===== src/rtl/core/assert_macros.svh =====
// ----------------------------------------------------------------------------
// assert_macros.svh
// concurrent assertion helpers shared by the rtl
// ----------------------------------------------------------------------------
`ifndef ASSERT_MACROS_SVH
`define ASSERT_MACROS_SVH

// generic form with explicit clock and active-low reset
`define ASSERT_CLK_RST(lbl, clk, rst_n, prop, msg) \
  lbl: assert property (@(posedge clk) disable iff (!rst_n) prop) else $error(msg);

// default form on clk_i / rst_ni
`define ASSERT_DEF(lbl, prop, msg) \
  `ASSERT_CLK_RST(lbl, clk_i, rst_ni, prop, msg)

`endif


===== src/rtl/core/crd_pkg.sv =====
// ----------------------------------------------------------------------------
// crd_pkg
// types and constants of the chunked response deframer
// ----------------------------------------------------------------------------
package crd_pkg;

  localparam int unsigned CapW        = 31;
  localparam int unsigned LengthBitsDef = 31;
  localparam logic [15:0] OpcodeRead  = 16'd97;

  typedef struct packed {
    logic       kind;
    logic [7:0] rx_byte;
  } in_item_t;

  typedef struct packed {
    logic            data_valid;
    logic [7:0]      data_byte;
    logic [CapW-1:0] data_offset;
    logic            done_res;
    logic            status;
    logic [CapW-1:0] copied_count;
  } out_item_t;

endpackage


===== src/rtl/core/chunked_response_deframer_core.sv =====
// ----------------------------------------------------------------------------
// chunked_response_deframer_core
// byte-wide parser of a chunked large-object read response
// ----------------------------------------------------------------------------
// channel | direction | handshake          | payload
// in      | input     | in_valid / in_stall  | in_item_t (kind, rx_byte)
// out     | output    | out_valid / out_stall| out_item_t (one per request)
// cfg     | input     | cfg_valid / cfg_ready| capacity
//
// one request per cycle unless out_stall holds the result register; input register, then result register
// the parser state updates as a request moves into the result register
// out_stall holds the result register and backs up into in_stall in the same cycle
// reset returns the parser to idle with zero counts and zero capacity
// ----------------------------------------------------------------------------
`include "assert_macros.svh"

module chunked_response_deframer_core import crd_pkg::*; #(
  parameter int unsigned LENGTH_BITS = LengthBitsDef
) (
  input  logic            clk_i,
  input  logic            rst_ni,
  input  logic            in_valid_i,
  output logic            in_stall_o,
  input  in_item_t        in_item_i,
  output logic            out_valid_o,
  input  logic            out_stall_i,
  output out_item_t       out_item_o,
  input  logic            cfg_valid_i,
  output logic            cfg_ready_o,
  input  logic [CapW-1:0] cfg_data_i
);

  localparam logic [2:0] PhIdle    = 3'd0;
  localparam logic [2:0] PhHeader  = 3'd1;
  localparam logic [2:0] PhLenHi   = 3'd2;
  localparam logic [2:0] PhLenLo   = 3'd3;
  localparam logic [2:0] PhPayload = 3'd4;
  localparam logic [2:0] PhPad     = 3'd5;

  localparam int unsigned LB = LENGTH_BITS;

  // pipeline control
  logic      in_valid_q;
  in_item_t  in_item_q;
  logic      out_valid_q;
  out_item_t out_item_q, out_item_d;
  logic      out_free;
  logic      adv;

  // parser state
  logic [LB-1:0] cap_q;
  logic [2:0]    phase_q, phase_d;
  logic [2:0]    hidx_q, hidx_d;
  logic [15:0]   opcode_q, opcode_d;
  logic [31:0]   size_q, size_d;
  logic [LB-1:0] expected_q, expected_d;
  logic [31:0]   streamed_q, streamed_d;
  logic [LB-1:0] copied_q, copied_d;
  logic [7:0]    len_hi_q, len_hi_d;
  logic [15:0]   chunk_len_q, chunk_len_d;
  logic [15:0]   chunk_left_q, chunk_left_d;

  logic [31:0] size_new;
  logic [31:0] cap_ext;
  logic [31:0] stream_sum;
  logic        stream_end;
  logic [15:0] len_new;
  logic [15:0] left_new;
  logic [7:0]  b;

  assign out_free    = !out_valid_q || !out_stall_i;
  assign adv         = in_valid_q && out_free;
  assign in_stall_o  = in_valid_q && !out_free;
  assign out_valid_o = out_valid_q;
  assign out_item_o  = out_item_q;
  assign cfg_ready_o = 1'b1;

  assign b          = in_item_q.rx_byte;
  assign size_new   = {size_q[23:0], b};
  assign cap_ext    = 32'(cap_q);
  assign stream_sum = streamed_q + 32'(chunk_len_q);
  assign stream_end = stream_sum >= 32'(expected_q);
  assign len_new    = {len_hi_q, b};
  assign left_new   = chunk_left_q - 16'd1;

  always_comb begin
    phase_d      = phase_q;
    hidx_d       = hidx_q;
    opcode_d     = opcode_q;
    size_d       = size_q;
    expected_d   = expected_q;
    streamed_d   = streamed_q;
    copied_d     = copied_q;
    len_hi_d     = len_hi_q;
    chunk_len_d  = chunk_len_q;
    chunk_left_d = chunk_left_q;
    out_item_d   = '0;

    if (in_item_q.kind) begin
      hidx_d       = '0;
      opcode_d     = '0;
      size_d       = '0;
      expected_d   = '0;
      streamed_d   = '0;
      copied_d     = '0;
      len_hi_d     = '0;
      chunk_len_d  = '0;
      chunk_left_d = '0;
      if (cap_q == '0) begin
        phase_d             = PhIdle;
        out_item_d.done_res = 1'b1;
      end else begin
        phase_d = PhHeader;
      end
    end else begin
      unique case (phase_q)
        PhHeader: begin
          if (hidx_q < 3'd2) begin
            opcode_d = {opcode_q[7:0], b};
          end else if (hidx_q >= 3'd4) begin
            size_d = size_new;
          end
          if (hidx_q == 3'd7) begin
            hidx_d = '0;
            if (opcode_q != OpcodeRead) begin
              phase_d             = PhIdle;
              out_item_d.done_res = 1'b1;
              out_item_d.status   = 1'b1;
            end else if (size_new == '0 || size_new[31]) begin
              phase_d             = PhIdle;
              out_item_d.done_res = 1'b1;
            end else begin
              // size is taken only when below capacity, else the capacity, so it fits the length width
              expected_d = (size_new < cap_ext) ? size_new[LB-1:0] : cap_q;
              phase_d    = PhLenHi;
            end
          end else begin
            hidx_d = hidx_q + 3'd1;
          end
        end
        PhLenHi: begin
          len_hi_d = b;
          phase_d  = PhLenLo;
        end
        PhLenLo: begin
          chunk_len_d = len_new;
          if (len_new == '0) begin
            phase_d             = PhIdle;
            out_item_d.done_res = 1'b1;
          end else begin
            chunk_left_d = len_new;
            phase_d      = PhPayload;
          end
        end
        PhPayload: begin
          if (copied_q < cap_q) begin
            out_item_d.data_valid  = 1'b1;
            out_item_d.data_byte   = b;
            out_item_d.data_offset = CapW'(copied_q);
            copied_d               = copied_q + 1'b1;
          end
          chunk_left_d = left_new;
          if (left_new == '0) begin
            if (chunk_len_q[0]) begin
              phase_d = PhPad;
            end else begin
              streamed_d = stream_sum;
              if (stream_end) begin
                phase_d             = PhIdle;
                out_item_d.done_res = 1'b1;
              end else begin
                phase_d = PhLenHi;
              end
            end
          end
        end
        PhPad: begin
          streamed_d = stream_sum;
          if (stream_end) begin
            phase_d             = PhIdle;
            out_item_d.done_res = 1'b1;
          end else begin
            phase_d = PhLenHi;
          end
        end
        default: begin
          phase_d = PhIdle;
        end
      endcase
    end
    out_item_d.copied_count = CapW'(copied_d);
  end

  always_ff @(posedge clk_i or negedge rst_ni) begin
    if (!rst_ni) begin
      in_valid_q  <= 1'b0;
      out_valid_q <= 1'b0;
    end else begin
      if (!in_stall_o) begin
        in_valid_q <= in_valid_i;
      end
      if (out_free) begin
        out_valid_q <= in_valid_q;
      end
    end
  end

  always_ff @(posedge clk_i) begin
    if (!in_stall_o && in_valid_i) begin
      in_item_q <= in_item_i;
    end
    if (adv) begin
      out_item_q <= out_item_d;
    end
  end

  always_ff @(posedge clk_i or negedge rst_ni) begin
    if (!rst_ni) begin
      cap_q        <= '0;
      phase_q      <= PhIdle;
      hidx_q       <= '0;
      opcode_q     <= '0;
      size_q       <= '0;
      expected_q   <= '0;
      streamed_q   <= '0;
      copied_q     <= '0;
      len_hi_q     <= '0;
      chunk_len_q  <= '0;
      chunk_left_q <= '0;
    end else begin
      if (cfg_valid_i && cfg_ready_o) begin
        cap_q <= cfg_data_i[LB-1:0];
      end
      if (adv) begin
        phase_q      <= phase_d;
        hidx_q       <= hidx_d;
        opcode_q     <= opcode_d;
        size_q       <= size_d;
        expected_q   <= expected_d;
        streamed_q   <= streamed_d;
        copied_q     <= copied_d;
        len_hi_q     <= len_hi_d;
        chunk_len_q  <= chunk_len_d;
        chunk_left_q <= chunk_left_d;
      end
    end
  end

  // a stored byte always bumps the count by one
  `ASSERT_DEF(a_offset_count, out_valid_o && out_item_o.data_valid |-> out_item_o.data_offset + 31'd1 == out_item_o.copied_count, "stored byte offset does not match count")
  // a bad opcode ends the response with nothing stored
  `ASSERT_DEF(a_status_done, out_valid_o && out_item_o.status |-> out_item_o.done_res && out_item_o.copied_count == '0 && !out_item_o.data_valid, "error status without clean completion")
  // payload phase never sits on an exhausted chunk
  `ASSERT_DEF(a_left_nonzero, phase_q == PhPayload |-> chunk_left_q != '0, "payload phase with no bytes left in chunk")

endmodule


===== config.mk =====
export PLATFORM = sky130hd
export DESIGN_NAME = chunked_response_deframer_core
export DESIGN_NICKNAME = d
export VERILOG_FILES = /design/src/rtl/core/crd_pkg.sv /design/src/rtl/core/chunked_response_deframer_core.sv
export VERILOG_INCLUDE_DIRS = /design/src /design/src/rtl/core
export SDC_FILE = /design/constraint.sdc
export NUM_CORES = 1
export LEC_CHECK = 0
export BUFFER_PORTS_ARGS = -buffer_cell sky130_fd_sc_hd__buf_2
export CAP_MARGIN = 20
export CORE_AREA = 2 2 238 240
export DETAILED_ROUTE_END_ITERATION = 10
export DIE_AREA = 0 0 240 242
export PLACE_DENSITY = 0.52
export REMOVE_ABC_BUFFERS = 1
export SYNTH_ARGS = -nofsm -noshare
export SYNTH_HDL_FRONTEND = slang
export SYNTH_SLANG_ARGS = --single-unit

===== constraint.sdc =====
create_clock -name clk_i -period 8.51 [get_ports clk_i]
set_clock_uncertainty 0.1 [all_clocks]
set_input_delay 1.702 -clock clk_i [delete_from_list [all_inputs] [get_ports clk_i]]
set_output_delay 1.702 -clock clk_i [all_outputs]
set_load 0.1 [all_outputs]

# After elaboration in Yosys (flattened, before gate mapping)
# Index checks and enable logic that the tools add are counted.
[totals] register_bits=295 output_inout_bits=76 elab_cells=133
[classes] addsub=4 n_lt_le_gt_ge=5 eq_ne=14 n_mux=52 bitwise_logic=4 n_reduce_logical=33
[op_table] operator="$mux 31" count=9
[op_table] operator="$mux 16" count=7
[op_table] operator="$mux 24" count=4
[op_table] operator="$mux 32" count=3
[op_table] operator="$pmux 32 s2" count=1
[op_table] operator="$mux 40" count=1
[op_table] operator="$add 32x16->32" count=1
[op_table] operator="$ge 32x31->1" count=1
[op_table] operator="$logic_not 16->1" count=2
[op_table] operator="$logic_not 32->1" count=1
[op_table] operator="$lt 32x31->1" count=1
[op_table] operator="$pmux 16 s2" count=1
[op_table] operator="$add 31x1->31 const B" count=1
[op_table] operator="$logic_not 31->1" count=1
[op_table] operator="$lt 31x31->1" count=1
[op_table] operator="$mux 3" count=8
[op_table] operator="$mux 8" count=2
[op_table] operator="$ne 16x7->1 const B" count=1
[op_table] operator="$sub 16x1->16 const B" count=1
[op_table] operator="$pmux 3 s5" count=1
[op_table] operator="$ne 3x3->1 const B" count=4
[op_table] operator="$reduce_bool 2->1" count=6
[op_table] operator="$mux 1" count=10
[op_table] operator="$eq 3x3->1 const B" count=3
[op_table] operator="other kinds (19)" count=41

# Logic depth before layout (Yosys ltp)
# Gate-level depths: netlist (run 1).
[logic_depth] ltp_word=7 mapped_depth=19 depth_no_buf=19

# Least setup slack after synthesis (run 1)
# No wires, ideal clock.
[synth_timing] kind="input-to-reg" startpoint="input out_stall_i" endpoint="register streamed_q[16]" setup_ns=0.119 t_arrival_ns=4.960 t_required_ns=8.291 setup_slack_ns=3.330 stages=7 path_cell_list="nand2_1 -> nand2_1 -> inv_1 -> clkbuf_1 -> buf_1 -> o21ai_0 -> a21o_1"
[synth_between] elab_chain_len=4
[synth_lines] item="from (decl)" line_no="chunked_response_deframer_core.sv:26" source="input logic out_stall_i,"
[synth_lines] item="$logic_not 1->1" line_no="chunked_response_deframer_core.sv:71" source="assign out_free = !out_valid_q || !out_stall_i;"
[synth_lines] item="$logic_or 1x1->1" line_no="chunked_response_deframer_core.sv:71"
[synth_lines] item="$logic_and 1x1->1" line_no="chunked_response_deframer_core.sv:72" source="assign adv = in_valid_q && out_free;"
[synth_lines] item="net adv" line_no="chunked_response_deframer_core.sv:48" source="logic adv;"
[synth_lines] item="$reduce_and 4->1 (no source line)"
[synth_lines] item="to (signal assigned)" line_no="chunked_response_deframer_core.sv:240" source="streamed_q <= streamed_d;"
[synth_lines] item="to (decl)" line_no="chunked_response_deframer_core.sv:57" source="logic [31:0] streamed_q, streamed_d;"
# The timed path passes the listed nets, and every way through them passes these cells.
# A chain may end at the register's enable or synchronous reset.

==> reports/qor.csv, run 1 <==
stage,metric,value,unit
place,portBuffers,119,
setup_path,crit_required,8.69,ns
clock_network,cts_tree,yes,
yosys,synth-seq-area-share,47.12,%
pwr,p_int,2.887,mW
clock_network,cts_buffer_depth,3,
clock_network,clockRootBuffer,clkbuf_16,
clock_network,post_cts_buffers,0,
yosys,synthArstFlopShare,72.20,%
drt,drc,0,
setup_path,reg2reg_to,out_item_o[32]$_DFFE_PP_,
hold_path,holdPathEnd,expected_q[13]$_DFFE_PN0P_,
cells_and_area,drive_above_1_share,11.43,%
pwr,powerDensity,233.8,mW/mm^2
setup_path,cpPeakStageDelay,0.63,ns
die,dieHeight,242,um
pwr,power_frac_seq,40.7,%
drt,drt_iter0_markers,928,
clock_network,clock-sinks,295,
setup_path,cp_max_fo,7,
place,place_inst,2580,
drt,num_vias,13650,
clock_network,cts_resized,0,
sta,fmax,204.9,MHz
sta,grt_setup_unrepaired,no,
hold_path,hold_start,expected_q[13]$_DFFE_PN0P_,
setup_path,critical_path_class,reg -> reg,
drt,finalWirelength,47820,um
sta,hold_viol,0,
cells_and_area,n_antenna_cell,0,
die,row_count,87,
setup_path,cp.arrival,5.06,ns
die,ios,121,
die,fp.coreArea,0.05573,mm^2
yosys,syn-cell-area,0.01654,mm^2
yosys,synthFlopType,dfrtp_1,
yosys,ys_warn_count,0,
die,dieWidth,240,um
drt,drt-pass1-iter-count,5,
yosys,netlist_instances,1779,
sta,finalMaxSlewViolations,0,
yosys,synth_edf_count,82,
yosys,synth_area_per_cell,9.296,um^2
setup_path,cp_slowest_cell,a2111oi_4,
pwr,pwr-share-clk,33.8,%
hold_path,worstHoldPathType,reg -> reg,
place,gp_congestion,0.8540,
sta,tns,0,ns
cells_and_area,layout.nets,2022,
clock_network,numCtsBuffers,36,
job,drv_cap,0,
die,dieArea,0.05808,mm^2
sta,worstMarginPinSlew,0.9995,ns
setup_path,r2r_start,streamed_q[2]$_DFFE_PN0P_,
hold_path,min_path_cells,2,
sta,setup_viol,0,
clock_network,htreeDepth,2,
global_routing,grt_max_degree,78,
sta,hold_ws,0.3770,ns
global_routing,antenna_found_initial,1,
sta,relSlewSlack,33.18,%
cells_and_area,stdcell_count,2646,
drt,drtAntennaViolNets,0,
setup_path,startpoint_type,register,
clock_network,cts_hold_buf,0,
global_routing,grt_first_pass_wirelength,76360,um
setup_path,reg2reg_depth,16,
pwr,combPwrFrac,25.5,%
status,status,finished clean,
pwr,leakagePower,8.249,nW
pwr,switchingPower,1.563,mW
cells_and_area,fin_util,34.16,%
setup_path,reg2reg_slack,3.63,ns
setup_path,endpoint_kind,register,
place,dp_hpwl,33880,um
drt,vias_per_cell,5.158,
clock_network,path_clk_slew,0.06,ns
drt,wl_per_cell,18.07,um
yosys,ys_types,76,
global_routing,grt_overflow,0,
sta,period_needed,4.880,ns
clock_network,clk_latency,0.53,ns
pwr,swShare,35.13,%
die,start_util,29.67,%
setup_path,path_cells,ha_1 > and3_1 > o31ai_1 > a2111oi_2 > a2111oi_4 > a21oi_1 > and4_1 > xor2_1 > ha_1 > a21o_1 > a21oi_1 > o21ai_0 > a211o_1 > o22ai_1 > a21boi_0 > o21a_1,
yosys,ys_ff_latch,295,
global_routing,track_usage,16.47,%
pwr,irDropWorstVdd,103.4,uV
cells_and_area,area_growth,15.12,%
global_routing,grt_pass1_vias,13560,
sta,fin_crit_sh,57.35,%
-- per-layer routing --
layer / up-vias / share of wire [%] / GRT usage, %
met5: - / 0.025 / 0
met4: 2 / 2.6 / 5.042
met3: 74 / 5.9 / 3.316
met2: 370 / 45 / 25.54
met1: 6655 / 46 / 23.05
li1: 6546 / - / -
-- kinds of logic after synthesis --
| logic type | after synthesis | share of synthesized area, % |
|---|---|---|
| adder cells (fa/ha/maj) | 113 | 8.595 |
| XOR/XNOR | 46 | 2.436 |
| AO/OA/AOI/OAI | 434 | 15.61 |
| flip-flops | 295 | 47.12 |
| multiplexers | 40 | 2.429 |
| other | 1 | 0.02268 |
| buffers and inverters | 180 | 4.252 |
| AND/OR/NAND/NOR | 670 | 19.54 |
-- registers in the layout, indices dropped and copies added, names as in the netlist, 3 cells and up --
name / count
copied_q: 31
len_hi_q: 8
cap_q: 31
chunk_len_q: 16
b: 8
phase_q: 3
chunk_left_q: 16
size_q: 24
hidx_q: 3
opcode_q: 16
streamed_q: 32
out_item_o: 73
expected_q: 31
-- power groups by stage --
stage | registers (mW) | logic (mW) | clock network (mW)
2_1_floorplan | 1.98 | 0.647 | 0
3_3_place_gp | 1.83 | 1.11 | 0
3_5_place_dp | 1.84 | 1.14 | 0
4_1_cts | 1.81 | 1.14 | 1.54
5_1_grt | 1.84 | 1.27 | 1.60
6_report | 1.81 | 1.13 | 1.50
-- area by class of cell --
class | instances | area (um^2)
Multi-Input combinational cell | 1304 | 8059
Clock inverter | 15 | 123.9
Sequential cell | 295 | 7792
Tap cell | 756 | 945.9
Fill cell | 5769 | 36700
Timing Repair Buffer | 140 | 777.0
Inverter | 87 | 329.1
Clock buffer | 49 | 1011
-- cells in the final DEF (no fill, tap or decap), drive strengths merged, types with 31 or more instances in the layout --
cell type and count:
inv 87, nor2 93, a21oi 70, nor4 37, buf 139, nand4 32, o21ai 233, edfxtp 82
ha 112, dfrtp 213, and2 32, nand2 290, clkbuf 50, xnor2 31, mux2i 39, nor3 38
nand3 49
-- synthesized netlist by cell type, types with 5 or more instances --
library cell | count | area (um^2)
ha_1 | 112 | 1401
nor2_1 | 91 | 341.6
nand3_1 | 49 | 245.2
xnor2_1 | 31 | 271.5
or3_1 | 7 | 43.79
mux2i_1 | 39 | 390.4
a31oi_1 | 18 | 112.6
and2_1 | 32 | 200.2
a21o_1 | 22 | 165.2
a21oi_1 | 69 | 345.3
inv_1 | 87 | 326.6
a211oi_1 | 9 | 67.56
a221o_1 | 8 | 80.08
o31ai_1 | 10 | 75.07
clkbuf_1 | 76 | 285.3
o21ai_0 | 229 | 1146
buf_2 | 9 | 45.04
nor3_1 | 38 | 190.2
nand2b_1 | 9 | 56.30
and3_1 | 15 | 93.84
nand4_1 | 32 | 200.2
nor3b_1 | 9 | 67.56
o21a_1 | 5 | 37.54
or4_1 | 20 | 150.1
and4_1 | 7 | 61.31
o211ai_1 | 14 | 105.1
or2_2 | 5 | 31.28
edfxtp_1 | 82 | 2462
nand2_1 | 290 | 1089
nor4_1 | 37 | 231.5
nor2b_1 | 14 | 87.58
dfrtp_1 | 213 | 5330
xor2_1 | 15 | 131.4
-- worst max path at each step --
stage | from | end | slack (ns) | cells past startpoint
finish | streamed_q[2]$_DFFE_PN0P_ | out_item_o[32]$_DFFE_PP_ | 3.63 | 16
floorplan | out_stall_i | expected_q[0]$_DFFE_PN0P_ | 1.68 | 6
global placement | streamed_q[2]$_DFFE_PN0P_ | out_item_o[32]$_DFFE_PP_ | 3.79 | 16
CTS | streamed_q[2]$_DFFE_PN0P_ | out_item_o[32]$_DFFE_PP_ | 3.72 | 16
global route | streamed_q[2]$_DFFE_PN0P_ | out_item_o[32]$_DFFE_PP_ | 3.22 | 17
detailed placement | streamed_q[2]$_DFFE_PN0P_ | out_item_o[32]$_DFFE_PP_ | 3.72 | 16
-- per-stage QoR --
stage / worst slack (ns) / power (mW) / cell area, um^2
floorplan: 1.680 / 2.624 / 16160
finish: 3.630 / 4.450 / 19040
CTS: 3.718 / 4.496 / 19010
global placement: 3.794 / 2.937 / 17870
global route: 3.221 / 4.707 / 19040
detailed placement: 3.722 / 2.973 / 17870
-- critical path: cells and delay by family (launching register included) --
family | cells | cell delay [ns]
XOR/XNOR | 1 | 0.15
AND/OR/NAND/NOR | 2 | 0.50
AO/OA/AOI/OAI | 11 | 2.87
adder cells (fa/ha/maj) | 2 | 0.65
flip-flops | 1 | 0.38
No activity file was read; power rests on OpenSTA's default activity.
==> run 2, diff against run 1 <==
ABC_AREA = 1   (was unset)
CORE_AREA = 2 2 243 245   (was 2 2 238 240)
DIE_AREA = 0 0 245 247   (was 0 0 240 242)
clock period = 4.6 ns   (was 8.51 ns; I/O delays follow)
==> run 2 against run 1 <==
Clock-buffer cell count is 6 lower. Hold slack better by 0.0031 ns. Non-clock buffer count is 1 lower. Die area is 4.2% higher. Register-to-register slack worse by 2.7 ns. Worst setup slack worse by 2.7 ns. Routed wire length is 6.0% higher. Cell count is 15% higher. Global-route usage is 0.47 points higher. Critical path depth is 8 higher. Sequential share of layout area is 1.7 points lower. Via count is 8.1% higher.
==> reports/qor.csv, run 2 <==
stage,metric,value,unit,change
cells_and_area,final_area,0.01988,mm^2,was 0.01904 mm^2
cells_and_area,layout.nets,2410,,was 2022
cells_and_area,area_growth,15.11,%,was 15.12%
yosys,synthTopCellsByCount,"618 x nand2_1, 258 x inv_1, 213 x dfrtp_1, 165 x nor2_1, 143 x o21ai_0",,"was 290 x nand2_1, 229 x o21ai_0, 213 x dfrtp_1, 112 x ha_1, 91 x nor2_1"
setup_path,crit_top_cell,nand2_1,,
cells_and_area,n_antenna_cell,0,,unchanged
cells_and_area,drive_above_1_share,11.89,%,was 11.43%
die,fp.coreArea,0.05824,mm^2,was 0.05573 mm^2
sta,grt_setup_unrepaired,no,,unchanged
setup_path,startpoint_type,register,,unchanged
setup_path,cpLargestDelayFamily,simple AND/OR/NAND/NOR gates,,was compound AO/OA/AOI/OAI gates
place,place_inst,2986,,was 2580
global_routing,grt_overflow,0,,unchanged
hold_path,worstHoldPathType,reg -> reg,,unchanged
sta,finalMaxSlewViolations,0,,unchanged
sta,fin_crit_sh,80.63,%,was 57.35%
yosys,synth_most_common_cell,nand2_1,,unchanged
drt,finalWirelength,50690,um,was 47820 um
global_routing,grt_pass1_vias,14920,,was 13560
drt,wl_per_cell,16.61,um,was 18.07 um
drt,drtAntennaViolNets,0,,unchanged
clock_network,post_cts_buffers,0,,unchanged
sta,setup_viol,0,,unchanged
yosys,ys_ff_latch,295,,unchanged
pwr,powerDensity,447.9,mW/mm^2,was 233.8 mW/mm^2
place,portBuffers,119,,unchanged
cells_and_area,multiInputGateArea,0.008128,mm^2,was 0.008059 mm^2
die,start_util,29.65,%,was 29.67%
place,gp_congestion,0.9029,,was 0.8540
job,drv_cap,0,,unchanged
cells_and_area,largest_reg_flops,73,,unchanged
global_routing,track_usage,16.94,%,was 16.47%
die,dieHeight,247,um,was 242 um
setup_path,critical_path_class,reg -> reg,,unchanged
clock_network,clock-sinks,295,,unchanged
clock_network,path_clk_slew,0.06,ns,about the same
drt,vias_per_cell,4.834,,was 5.158
cells_and_area,nFillCells,6087,,was 5769
drt,num_vias,14750,,was 13650
clock_network,htreeDepth,2,,unchanged
clock_network,clk_latency,0.56,ns,was 0.53 ns
yosys,synth_edf_count,82,,unchanged
setup_path,crit_required,4.82,ns,was 8.69 ns
pwr,switchingPower,3.369,mW,was 1.563 mW
cells_and_area,stdcell_count,3052,,was 2646
sta,period_needed,3.709,ns,was 4.880 ns
sta,hold_viol,0,,unchanged
global_routing,grt_max_degree,125,,was 78
setup_path,cp_max_fo,4,,was 7
clock_network,cts_hold_buf,0,,unchanged
sta,relSlewSlack,30.13,%,was 33.18%
clock_network,cts_tree,yes,,unchanged
clock_network,cts_buffer_depth,3,,unchanged
global_routing,grt_first_pass_wirelength,80990,um,was 76360 um
status,status,finished clean,,unchanged
yosys,synth_area_per_cell,8.022,um^2,was 9.296 um^2
pwr,leakagePower,9.249,nW,was 8.249 nW
yosys,ys_warn_count,0,,unchanged
place,place_area,0.01865,mm^2,was 0.01787 mm^2
cells_and_area,layout_commonest_cell,nand2_1,,unchanged
drt,drt-pass1-iter-count,5,,unchanged
drt,drt_iter0_markers,828,,was 928
yosys,synthFlopType,dfrtp_1,,unchanged
setup_path,endpoint_kind,register,,unchanged
setup_path,path_buf_inv,3,,was 0
yosys,yosys-top-cells-area,"dfrtp_1 31%, edfxtp_1 14%, nand2_1 13%, ha_1 8.1%, inv_1 5.6%",,"was dfrtp_1 32%, edfxtp_1 15%, ha_1 8.5%, o21ai_0 6.9%, nand2_1 6.6%"
place,dp_hpwl,36990,um,was 33880 um
pwr,irDropWorstVdd,322.2,uV,was 103.4 uV
clock_network,clockRootBuffer,clkbuf_16,,unchanged
pwr,p_int,5.535,mW,was 2.887 mW
setup_path,cp_slowest_cell,fa_1,,was a2111oi_4
die,ios,121,,unchanged
setup_path,cpPeakStageDelay,0.41,ns,was 0.63 ns
setup_path,reg2reg_slack,0.89,ns,was 3.63 ns
pwr,power_frac_seq,37.5,%,was 40.7%
drt,drc,0,,unchanged
die,dieWidth,245,um,was 240 um
yosys,netlist_instances,2153,,was 1779
setup_path,cp.arrival,3.92,ns,was 5.06 ns
clock_network,cts_resized,0,,unchanged
sta,fmax,269.6,MHz,was 204.9 MHz
yosys,ys_types,47,,was 76
yosys,syn-cell-area,0.01727,mm^2,was 0.01654 mm^2
global_routing,antenna_found_initial,0,,was 1
cells_and_area,fin_util,34.14,%,was 34.16%
die,row_count,89,,was 87
yosys,synth-seq-area-share,45.12,%,was 47.12%
yosys,synth_top_area_share,30.86,%,was 32.23%
pwr,swShare,37.83,%,was 35.13%
pwr,pwr-share-clk,32.3,%,was 33.8%
pwr,combPwrFrac,30.2,%,was 25.5%
die,dieArea,0.06052,mm^2,was 0.05808 mm^2
clock_network,numCtsBuffers,35,,was 36
yosys,synthArstFlopShare,72.20,%,unchanged
cells_and_area,final_cell_mix,"617 x nand2_1, 257 x inv_1, 213 x dfrtp_1",,"was 289 x nand2_1, 226 x o21ai_0, 213 x dfrtp_1"
setup_path,path_cells,ha_1 > inv_1 > fa_1 > o21ai_2 > nand2_1 > nand2_1 > inv_1 > o21ai_0 > nand3_1 > nand2_1 > nand2_1 > nand2_1 > inv_1 > ha_1 > a21oi_1 > nor2_1 > a211oi_1 > o21ai_0 > nor2_1 > nand2_1 > nand2_1 > nand2_1 > nand2_1 > nand2_1,,was ha_1 > and3_1 > o31ai_1 > a2111oi_2 > a2111oi_4 > a21oi_1 > and4_1 > xor2_1 > ha_1 > a21o_1 > a21oi_1 > o21ai_0 > a211o_1 > o22ai_1 > a21boi_0 > o21a_1
cells_and_area,seqCellArea,0.007792,mm^2,unchanged
sta,worstMarginPinSlew,1.039,ns,was 0.9995 ns
yosys,yosysTopAreaCell,dfrtp_1,,unchanged
[run 2: cell type report]
| type | instances | share of cell area [%] |
|---|---|---|
| Multi-Input combinational cell | 1514 | 40.88 |
| Sequential cell | 295 | 39.20 |
| Inverter | 267 | 5.048 |
| Clock buffer | 43 | 4.922 |
| Tap cell | 773 | 4.865 |
| Timing Repair Buffer | 139 | 4.103 |
| Clock inverter | 21 | 0.9818 |
[run 2: path summary, 6_finish.rpt]
check | from | endpoint | cells past startpoint
max | chunk_len_q[0]$_DFFE_PN0P_ | out_item_o[32]$_DFFE_PP_ | 24
min in group asynchronous | rst_ni | copied_q[0]$_DFFE_PN0P_ | 1
min | expected_q[10]$_DFFE_PN0P_ | expected_q[10]$_DFFE_PN0P_ | 2
min reg2reg | expected_q[10]$_DFFE_PN0P_ | expected_q[10]$_DFFE_PN0P_ | 2
max in group asynchronous | rst_ni | chunk_left_q[12]$_DFFE_PN0P_ | 2
max reg2reg | chunk_len_q[0]$_DFFE_PN0P_ | out_item_o[32]$_DFFE_PP_ | 24
[run 2: worst reg2reg max path, delay by kind of cell, from the launching register on]
kind | cells | cell delay (ns)
buffers and inverters | 3 | 0.17
DFF | 1 | 0.40
adders and majority gates | 3 | 0.77
AOI/OAI and AO/OA | 5 | 0.97
and+or+nand+nor | 13 | 1.05
[run 2: cell families after synthesis]
family,Yosys count,share of synthesized area (%)
buf+inv,344,7.919
fa+ha+maj,113,8.230
other cells,1,0.02171
xor+xnor,46,2.333
compound gates,327,11.13
flops,295,45.12
simple gates,1027,25.25
[run 2: metrics by stage]
stage / hold WS [ns] / worst slack, ns / TNS [ns] / total power [mW]
2_1_floorplan: 0.3340 / -4.453 / -608.72 / 5.321
3_3_place_gp: 0.3660 / 0.9558 / 0 / 5.992
3_5_place_dp: 0.3678 / 0.8848 / 0 / 6.062
4_1_cts: 0.3842 / 0.8611 / 0 / 8.991
5_1_grt: 0.4077 / 0.5366 / 0 / 9.467
6_report: 0.3801 / 0.8908 / 0 / 8.904
[run 2: power by group through the flow]
stage / Combinational [mW] / Sequential, mW / Clock (mW)
5_1_grt: 3.04 / 3.38 / 3.04
2_1_floorplan: 1.59 / 3.73 / 0
3_3_place_gp: 2.62 / 3.37 / 0
3_5_place_dp: 2.68 / 3.38 / 0
6_report: 2.69 / 3.34 / 2.88
4_1_cts: 2.69 / 3.34 / 2.96
[run 2: metal layers]
metal  part of all wire (%)  GRT usage (%)  vias up
met1                     44          21.38     6995
met4                    3.8          6.905        0
li1                       -              -     7278
met3                    4.6          2.572      103
met5                      0              0        -
met2                     48          28.93      378
